===== src/design/warmup_moving_average_top_assert.svh =====
// Assertion macros for the warmup moving average top level.
// Plain text macros only; clock aclk and reset aresetn come from the including scope.
`ifndef WARMUP_MOVING_AVERAGE_TOP_ASSERT_SVH
`define WARMUP_MOVING_AVERAGE_TOP_ASSERT_SVH

// same-cycle implication
`define WMA_ASSERT_SAME(label, ante, cons, msg) \
    label: assert property (@(posedge aclk) disable iff (!aresetn) (ante) |-> (cons)) \
        else $error(msg);

// next-cycle implication
`define WMA_ASSERT_NEXT(label, ante, cons, msg) \
    label: assert property (@(posedge aclk) disable iff (!aresetn) (ante) |=> (cons)) \
        else $error(msg);

`endif


===== src/design/wma_pkg.sv =====
// Shared constants, types and state encoding for the warmup moving average.
// No dependencies.
`default_nettype none

package wma_pkg;

    localparam int MAX_WINDOW = 64;
    localparam int SAMPLE_W   = 16;
    localparam int COUNT_W    = 7;
    localparam int SLOT_W     = $clog2(MAX_WINDOW);
    localparam int TOTAL_W    = 22;
    localparam int DIV_STEPS  = TOTAL_W;
    localparam int DIV_CNT_W  = $clog2(DIV_STEPS);

    localparam logic [COUNT_W-1:0] WINDOW_RESET = COUNT_W'(8);
    localparam logic [COUNT_W-1:0] WINDOW_MAX   = COUNT_W'(MAX_WINDOW);

    typedef enum logic [2:0] {
        ST_IDLE,
        ST_UPDATE,
        ST_START,
        ST_DIV,
        ST_OUT
    } wma_state_t;

    typedef struct packed {
        logic load;
        logic update;
        logic div_start;
    } wma_ctrl_t;

    typedef struct packed {
        logic busy;
        logic done;
    } wma_div_stat_t;

endpackage

`default_nettype wire


===== src/design/wma_window.sv =====
// Sample window: circular sample memory, write slot, fill count and running total.
// Depends on wma_pkg.
`default_nettype none

module wma_window
    import wma_pkg::*;
(
    input  wire logic                       aclk,
    input  wire logic                       aresetn,
    input  wire logic                       cfg_write,
    input  wire logic [COUNT_W-1:0]         cfg_size,
    input  wire wma_ctrl_t                  ctrl,
    input  wire logic signed [SAMPLE_W-1:0] sample,
    output logic signed [TOTAL_W-1:0]       total,
    output logic [COUNT_W-1:0]              count
);

    logic [SAMPLE_W-1:0]       window_mem [MAX_WINDOW];
    logic [SAMPLE_W-1:0]       old_reg;
    logic signed [SAMPLE_W-1:0] sample_reg;
    logic [SLOT_W-1:0]         slot_reg;
    logic [SLOT_W-1:0]         write_slot_reg, write_slot_next;
    logic [COUNT_W-1:0]        size_reg, size_next;
    logic [COUNT_W-1:0]        count_reg, count_next;
    logic signed [TOTAL_W-1:0] total_reg, total_next;
    logic [SLOT_W-1:0]         cur_slot;
    logic [COUNT_W-1:0]        slot_inc;
    logic                      full;

    // clamp of the written size into 1..MAX_WINDOW
    always_comb begin
        if (cfg_size == '0) begin
            size_next = COUNT_W'(1);
        end else if (cfg_size > WINDOW_MAX) begin
            size_next = WINDOW_MAX;
        end else begin
            size_next = cfg_size;
        end
    end

    always_comb begin
        if ({1'b0, write_slot_reg} >= size_reg) begin
            cur_slot = '0;
        end else begin
            cur_slot = write_slot_reg;
        end
    end

    assign full     = (count_reg >= size_reg);
    assign slot_inc = {1'b0, slot_reg} + COUNT_W'(1);

    always_comb begin
        count_next      = count_reg;
        total_next      = total_reg + TOTAL_W'(sample_reg);
        write_slot_next = (slot_inc >= size_reg) ? '0 : slot_inc[SLOT_W-1:0];
        if (full) begin
            total_next = total_reg - TOTAL_W'(signed'(old_reg)) + TOTAL_W'(sample_reg);
        end else begin
            count_next = count_reg + COUNT_W'(1);
        end
    end

    always_ff @(posedge aclk) begin
        if (ctrl.load) begin
            old_reg    <= window_mem[cur_slot];
            sample_reg <= sample;
            slot_reg   <= cur_slot;
        end
        if (ctrl.update) begin
            window_mem[slot_reg] <= sample_reg;
        end
    end

    always_ff @(posedge aclk) begin
        if (!aresetn) begin
            size_reg       <= WINDOW_RESET;
            count_reg      <= '0;
            write_slot_reg <= '0;
            total_reg      <= '0;
        end else if (cfg_write) begin
            size_reg       <= size_next;
            count_reg      <= '0;
            write_slot_reg <= '0;
            total_reg      <= '0;
        end else if (ctrl.update) begin
            count_reg      <= count_next;
            write_slot_reg <= write_slot_next;
            total_reg      <= total_next;
        end
    end

    assign total = total_reg;
    assign count = count_reg;

endmodule

`default_nettype wire


===== src/design/wma_div.sv =====
// Bit-serial signed-by-unsigned divider, one quotient bit per cycle, truncating toward zero.
// Depends on wma_pkg.
`default_nettype none

module wma_div
    import wma_pkg::*;
(
    input  wire logic                       aclk,
    input  wire logic                       aresetn,
    input  wire logic                       start,
    input  wire logic signed [TOTAL_W-1:0]  dividend,
    input  wire logic [COUNT_W-1:0]         divisor,
    output wma_div_stat_t                   stat,
    output logic signed [SAMPLE_W-1:0]      quotient
);

    logic [TOTAL_W-1:0]   q_reg;
    logic [COUNT_W-1:0]   rem_reg;
    logic [COUNT_W-1:0]   dvs_reg;
    logic                 neg_reg;
    logic [DIV_CNT_W-1:0] cnt_reg;
    logic                 busy_reg;
    logic                 done_reg;
    logic [COUNT_W:0]     trial;
    logic                 fits;
    logic [COUNT_W:0]     diff;
    logic [SAMPLE_W-1:0]  q_low;

    assign trial = {rem_reg, q_reg[TOTAL_W-1]};
    assign fits  = (trial >= {1'b0, dvs_reg});
    assign diff  = trial - {1'b0, dvs_reg};

    always_ff @(posedge aclk) begin
        if (start) begin
            q_reg   <= dividend[TOTAL_W-1] ? TOTAL_W'(-dividend) : dividend;
            neg_reg <= dividend[TOTAL_W-1];
            dvs_reg <= divisor;
            rem_reg <= '0;
        end else if (busy_reg) begin
            rem_reg <= fits ? diff[COUNT_W-1:0] : trial[COUNT_W-1:0];
            q_reg   <= {q_reg[TOTAL_W-2:0], fits};
        end
    end

    always_ff @(posedge aclk) begin
        if (!aresetn) begin
            busy_reg <= 1'b0;
            done_reg <= 1'b0;
            cnt_reg  <= '0;
        end else begin
            done_reg <= 1'b0;
            if (start) begin
                busy_reg <= 1'b1;
                cnt_reg  <= DIV_CNT_W'(DIV_STEPS - 1);
            end else if (busy_reg) begin
                cnt_reg <= cnt_reg - DIV_CNT_W'(1);
                if (cnt_reg == '0) begin
                    busy_reg <= 1'b0;
                    done_reg <= 1'b1;
                end
            end
        end
    end

    assign q_low     = q_reg[SAMPLE_W-1:0];
    assign quotient  = neg_reg ? signed'(-q_low) : signed'(q_low);
    assign stat.busy = busy_reg;
    assign stat.done = done_reg;

endmodule

`default_nettype wire


===== src/design/warmup_moving_average_top.sv =====
// Moving average over the last window_size signed samples, averaging over fewer while the
// window fills. After a sample transfer, ST_UPDATE updates the window memory and running
// total, ST_START loads the divider, ST_DIV waits on the bit-serial divider (one quotient bit
// per cycle) until its done flag, and ST_OUT loads the output register; m_valid and s_ready
// rise together, and no new sample is taken before the last one's result is loaded. A result
// waiting in the output register holds off the next sample only once the following result is
// ready and still cannot be loaded; the input then stays stalled until m_ready. A cfg_data
// transfer sets the window size (0 reads as 1, above 64 as 64) and restarts the fill; issue it
// only while no sample is in flight.
`default_nettype none
`include "warmup_moving_average_top_assert.svh"

module warmup_moving_average_top
    import wma_pkg::*;
(
    input  wire logic                       aclk,
    input  wire logic                       aresetn,
    input  wire logic                       cfg_valid,
    output logic                            cfg_ready,
    input  wire logic [COUNT_W-1:0]         cfg_data,
    input  wire logic                       s_valid,
    output logic                            s_ready,
    input  wire logic signed [SAMPLE_W-1:0] s_sample,
    output logic                            m_valid,
    input  wire logic                       m_ready,
    output logic signed [SAMPLE_W-1:0]      m_average,
    output logic [COUNT_W-1:0]              m_samples_used
);

    wma_state_t                 state_reg, state_next;
    wma_ctrl_t                  ctrl;
    wma_div_stat_t              div_stat;
    logic signed [TOTAL_W-1:0]  total;
    logic [COUNT_W-1:0]         count;
    logic signed [SAMPLE_W-1:0] quotient;
    logic                       out_load;
    logic                       m_valid_reg;
    logic signed [SAMPLE_W-1:0] m_average_reg;
    logic [COUNT_W-1:0]         m_samples_used_reg;

    assign cfg_ready = 1'b1;

    wma_window u_window (
        .aclk     (aclk),
        .aresetn  (aresetn),
        .cfg_write(cfg_valid & cfg_ready),
        .cfg_size (cfg_data),
        .ctrl     (ctrl),
        .sample   (s_sample),
        .total    (total),
        .count    (count)
    );

    wma_div u_div (
        .aclk    (aclk),
        .aresetn (aresetn),
        .start   (ctrl.div_start),
        .dividend(total),
        .divisor (count),
        .stat    (div_stat),
        .quotient(quotient)
    );

    always_ff @(posedge aclk) begin
        if (!aresetn) begin
            state_reg <= ST_IDLE;
        end else begin
            state_reg <= state_next;
        end
    end

    always_comb begin
        state_next     = state_reg;
        ctrl.load      = 1'b0;
        ctrl.update    = 1'b0;
        ctrl.div_start = 1'b0;
        s_ready        = 1'b0;
        out_load       = 1'b0;
        case (state_reg)
            ST_IDLE: begin
                s_ready   = 1'b1;
                ctrl.load = s_valid;
                if (s_valid) begin
                    state_next = ST_UPDATE;
                end
            end
            ST_UPDATE: begin
                ctrl.update = 1'b1;
                state_next  = ST_START;
            end
            ST_START: begin
                ctrl.div_start = 1'b1;
                state_next     = ST_DIV;
            end
            ST_DIV: begin
                if (div_stat.done) begin
                    state_next = ST_OUT;
                end
            end
            ST_OUT: begin
                if (!m_valid_reg || m_ready) begin
                    out_load   = 1'b1;
                    state_next = ST_IDLE;
                end
            end
            default: begin
                state_next = ST_IDLE;
            end
        endcase
    end

    always_ff @(posedge aclk) begin
        if (!aresetn) begin
            m_valid_reg <= 1'b0;
        end else if (out_load) begin
            m_valid_reg <= 1'b1;
        end else if (m_ready) begin
            m_valid_reg <= 1'b0;
        end
    end

    always_ff @(posedge aclk) begin
        if (out_load) begin
            m_average_reg      <= quotient;
            m_samples_used_reg <= count;
        end
    end

    assign m_valid        = m_valid_reg;
    assign m_average      = m_average_reg;
    assign m_samples_used = m_samples_used_reg;

    `WMA_ASSERT_SAME(a_no_accept_in_div, div_stat.busy, !s_ready, "sample taken in division")
    `WMA_ASSERT_NEXT(a_accept_to_update, s_valid && s_ready, state_reg == ST_UPDATE, "no update")
    `WMA_ASSERT_NEXT(a_load_valid, out_load, m_valid && m_samples_used != '0, "empty result")
    `WMA_ASSERT_SAME(a_done_only_in_div, div_stat.done, state_reg == ST_DIV, "stray done")

endmodule

`default_nettype wire


===== config.mk =====
export PLATFORM = sky130hd
export DESIGN_NAME = warmup_moving_average_top
export DESIGN_NICKNAME = d
export VERILOG_FILES = /design/src/design/wma_pkg.sv /design/src/design/wma_window.sv /design/src/design/wma_div.sv /design/src/design/warmup_moving_average_top.sv
export VERILOG_INCLUDE_DIRS = /design/src /design/src/design
export SDC_FILE = /design/constraint.sdc
export NUM_CORES = 2
export LEC_CHECK = 0
export BUFFER_PORTS_ARGS = -buffer_cell sky130_fd_sc_hd__buf_4
export CAP_MARGIN = 15
export CORE_MARGIN = 1
export CORE_UTILIZATION = 55
export DETAILED_ROUTE_END_ITERATION = 16
export PLACE_DENSITY = 0.71
export SLEW_MARGIN = 15
export SYNTH_ARGS = -nofsm -noshare
export SYNTH_HDL_FRONTEND = slang
export SYNTH_HIERARCHICAL = 1
export SYNTH_SLANG_ARGS = --single-unit

===== constraint.sdc =====
create_clock -name aclk -period 5.25 [get_ports aclk]
set_clock_uncertainty 0.15 [all_clocks]
set_input_delay 1.3125 -clock aclk [delete_from_list [all_inputs] [get_ports aclk]]
set_output_delay 1.3125 -clock aclk [all_outputs]
set_load 0.05 [all_outputs]

# Word-level counts from Yosys, hierarchy flattened
# Memories as Yosys holds them, arrays and structs flattened. A register that Yosys moved wholly into a read port is not among the register bits.
# Index checks and enable logic that the tools add are counted.
# classes
magnitude_cmp,5
n_addsub,9
n_reduce_logical,12
n_eq_ne,7
muxes,30
bitwise,3
# ops
op,n
$mux W22,4
$add A22 B16 Y22,2
$neg A22 Y22,1
$sub A22 B16 Y22,1
$mux W7,3
$mux W16,1
$neg A16 Y16,1
$pmux W3 S5,1
$ge A7 B7 Y1,2
$mux W1,14
$mux W6,2
$mux W5,2
$mux W3,3
$ge A8 B7 Y1,1
$add A6 B1 Y7 const B,1
$add A7 B1 Y7 const B,1
$ge A6 B7 Y1,1
$gt A7 B7 Y1 const B,1
$logic_not A7 Y1,1
$sub A7 B7 Y7,1
$eq A3 B2 Y1 const B,2
$logic_not A5 Y1,1
$sub A5 B1 Y5 const B,1
$ne A2 B2 Y1 const B,2
12 further kinds,16
# totals
output_inout_bits,26
ff_bits,135
ram_bits,1024
n_memories,1
elab_cells,85
inputBits,28
# memory_table
name,depth,width,read_ports,rd_clocked_by_memory_dff,write_ports,line_no,rtl
u_window.window_mem,64,16,1,1,1,wma_window.sv:18,logic [SAMPLE_W-1:0] window_mem [MAX_WINDOW];

# Logic depth before layout (Yosys ltp)
# depth
word_depth,5
mapped_depth,17

# By module
# The synthesis kept the hierarchy.
# by_module_without_submodules
module,instances,seq_area_each_um2,area_per_inst_um2,cells_each
wma_window,1,32731.4,47111.4,3638
wma_div,1,1181.1,3165.5,354
warmup_moving_average_top,1,770.7,924.6,49

# Worst setup path after synthesis
# Ideal clock, no wire load.
# synth_path
path_kind,reg-to-reg
start,register u_window.sample_reg[15]
end,"register u_window.total_reg[20], in the netlist u_window/total[20]"
required_ns,4.960
period_less_slack_ns,4.044
path_stages_with_launch,12
slack_ns,1.206
t_arrival_ns,3.754
cell_sequence,edfxtp_1 > inv_1 > fa_1 > inv_1 > ha_1 > nand4_1 > nand2b_1 > o2111a_1 > nor3_1 > nor4b_1 > nor4_1 > a211oi_1
# synth_via
elab_chain_len,2
elab_cells_between_ends,3
classes_between,add/sub (2); mux (1)
# synth_rtl
item,line_no,rtl
from (decl),wma_window.sv:20,logic signed [SAMPLE_W-1:0] sample_reg;
from (signal assigned),wma_window.sv:66,sample_reg <= sample;
$add A22 B16 Y22 (on tied branches),"wma_window.sv:54, wma_window.sv:57",
$mux W22 (*),wma_window.sv:56,if (full) begin
to (signal assigned),wma_window.sv:88,total_reg <= total_next;
to (decl),wma_window.sv:25,"logic signed [TOTAL_W-1:0] total_reg, total_next;"
# Mark *: on every way between the ends. The rest lies on a longest branch, timed or not.
# A chain may end at the register's enable or synchronous reset.

# Worst setup path in the final report
# layout_path
start,register u_window.write_slot_reg[4]
end,register u_window.old_reg[4] (read register of u_window.window_mem) (data pin)
# layout_via
elab_chain_len,2
# layout_rtl
item,line_no,rtl
from (decl),wma_window.sv:22,"logic [SLOT_W-1:0] write_slot_reg, write_slot_next;"
from (signal assigned),wma_window.sv:87,write_slot_reg <= write_slot_next;
$ge A6 B7 Y1,wma_window.sv:42,"if ({1'b0, write_slot_reg} >= size_reg) begin"
$mux W6 (*),wma_window.sv:42,
via u_window.cur_slot[4],wma_window.sv:26,logic [SLOT_W-1:0] cur_slot;
to (decl),wma_window.sv:19,logic [SAMPLE_W-1:0] old_reg;
# The timed path passes the listed nets; every way through them passes the cells marked *.

==> results.md <==
* HP Class: reg -> reg
* FP Rows at 111
* Final hold vios at 0
* Vias in the first global route at 32.60k
* Clk sinks at 1175
* Hold buffer count at CTS at 0
* Pre-CTS WS at 0.6449 ns
* Non-filler cells in the finished layout at ~5.4k
* Setup WS post-layout at 0.5698 ns
* F_max at about 210 MHz
* CP max FO at 86
* Die span in y at 307.1 µm
* Via density at roughly 6.4
* CP max-delay cell: nand4_1
* Most common cell after layout, fill and taps aside: edfxtp_1
* Post-CTS resize count at 0
* Overall routing resource usage at 29.59%
* Port bufs at 52
* Outcome: finished clean
* Clk Latency, worst-skew pair at 0.71 ns
* Routed via count at 34.67k
* LEAKAGE at ~19 nW
* Post-DP Area at roughly 53000 µm²
* Pin count of the biggest net entering global routing at 197
* Number of flip-flops in the largest register at around 1k
* Syn. warnings at 6
* Drt total wl at 139.7 mm
* DR DRC count at 0
* Grt ovf at 0
* CORE AREA at 91940 µm²
* CTS Buf Count at 116
* Placer Congestion at roughly 0.90
* Met3 routed WL at approximately 15 mm
* Crit path max-delay family: simple AND/OR/NAND/NOR gates
* Arrival time of the worst setup path at between 5 and 6 ns
* CTS tree: built
* Area of the multi-input gates at 15040 µm²
* DR WL/cell at 25.68 µm
* Root Buffer: clkbuf_16
* Setup TNS at 0 ns
* 1st-iter DRT viols at 4810
* Die area at 94300 µm²
* CP max stage delay at 0.67 ns
* Worst path cell trace: ha_1 -> a21o_1 -> a21o_1 -> a21oi_4 -> buf_12 -> nand2_1 -> inv_2 -> nand2_1 -> nand4_1 -> a22o_1
* Slew @ Worst Pin at 1.051 ns
* Die width at just over 300 µm
* Critical path launch point type: flop
* Clock Tree Buf Depth at 3
* Avg Cell Area, Syn at around 13 µm²
* Most frequent cells in the layout: edfxtp_1 (1115), nand2_1 (491), nor2_1 (326)
* Post CTS Setup Buffer Count at 0
* First-pass GRT wire length at 208.6 mm
* IO Count at 54
* Fin area at 57140 µm²
* DP Cell Count at approximately 5.2k
* Buf/Inv on CP at 2
* N_diodes at 0
* P&R area growth vs syn at 11.62%
* Setup violations, final at 0
* HPWL after detailed placement at 81.92 mm
* Rel. slew slack at 29.96%
* Post-synth design cell area at 51190 µm²
* Layout cell share with drive strength beyond 1 at between 10% and 20%
* Pwr dens at 358.7 nW/µm²
* Post-Syn Nets at 4166
* DRT Pass-1 Iters at 6
* WL met1 at roughly 54 mm
* H-tree Lvls at 3
* CP endpoint kind: flop
* Final net count at 4227
* Worst VDD drop at 0.0002713 V
* Total power at roughly 20 mW
* Final Cycle Share at 89.15%
* Hold slack at 0.3311 ns
* Tmin final at 4.680 ns
* CP Class: reg -> reg
* Register area at 34690 µm²
* Clock transition at the registers of the reported paths at 0.07 ns
* Fill cell count at 6896
* Cells after synthesis at 4040
* RSZ-0062 raised after global routing: no
* Wire length on met2 at around 64 mm
* Worst path required time at 5.66 ns
* Max Slew Vio Count at 0
* Starting Density at 55.68%
* Initial antenna violation count at 2
* Final Util at 62.15%
* Antenna-violating nets left at 0
* Top layer in use: met5
* MaxCap Viol Count at 0
## path summary, 6_finish.rpt
kind,depth (start not counted),slack (ns),to,from
setup / recovery,10,0.57,u_window/old_reg[4],u_window/write_slot_reg[4]
hold / removal,1,0.33,u_div/done_reg,u_div/cnt_reg[4]
setup reg to reg,10,0.57,u_window/old_reg[4],u_window/write_slot_reg[4]
hold reg to reg,1,0.33,u_div/done_reg,u_div/cnt_reg[4]
## routing by layer
layer / global-route usage (%) / up-vias
li1: - / 15390
met1: 40.55 / 16980
met2: 46.10 / 1972
met3: 5.355 / 325
met4: 13.98 / 4
met5: 0 / -
## final cells by class
cell class	count	share of cell area [%]
repair buffers	198	2.755
well taps	1243	2.722
multi-input cells	2469	26.33
clock inverters	78	1.246
inverters	141	0.9306
clock buffers	137	5.310
flip-flops and latches	1175	60.71
## where the power goes
part / internal (mW) / total [mW] / switching (mW) / leakage, nW
Clock: 4.70 / 8.22 / 3.51 / 1.84
Sequential: 10.4 / 10.5 / 0.123 / 10.6
Combinational: 0.582 / 1.73 / 1.15 / 7.07
Total: 15.7 / 20.5 / 4.79 / 19.5
No activity file was read; power rests on OpenSTA's default activity.
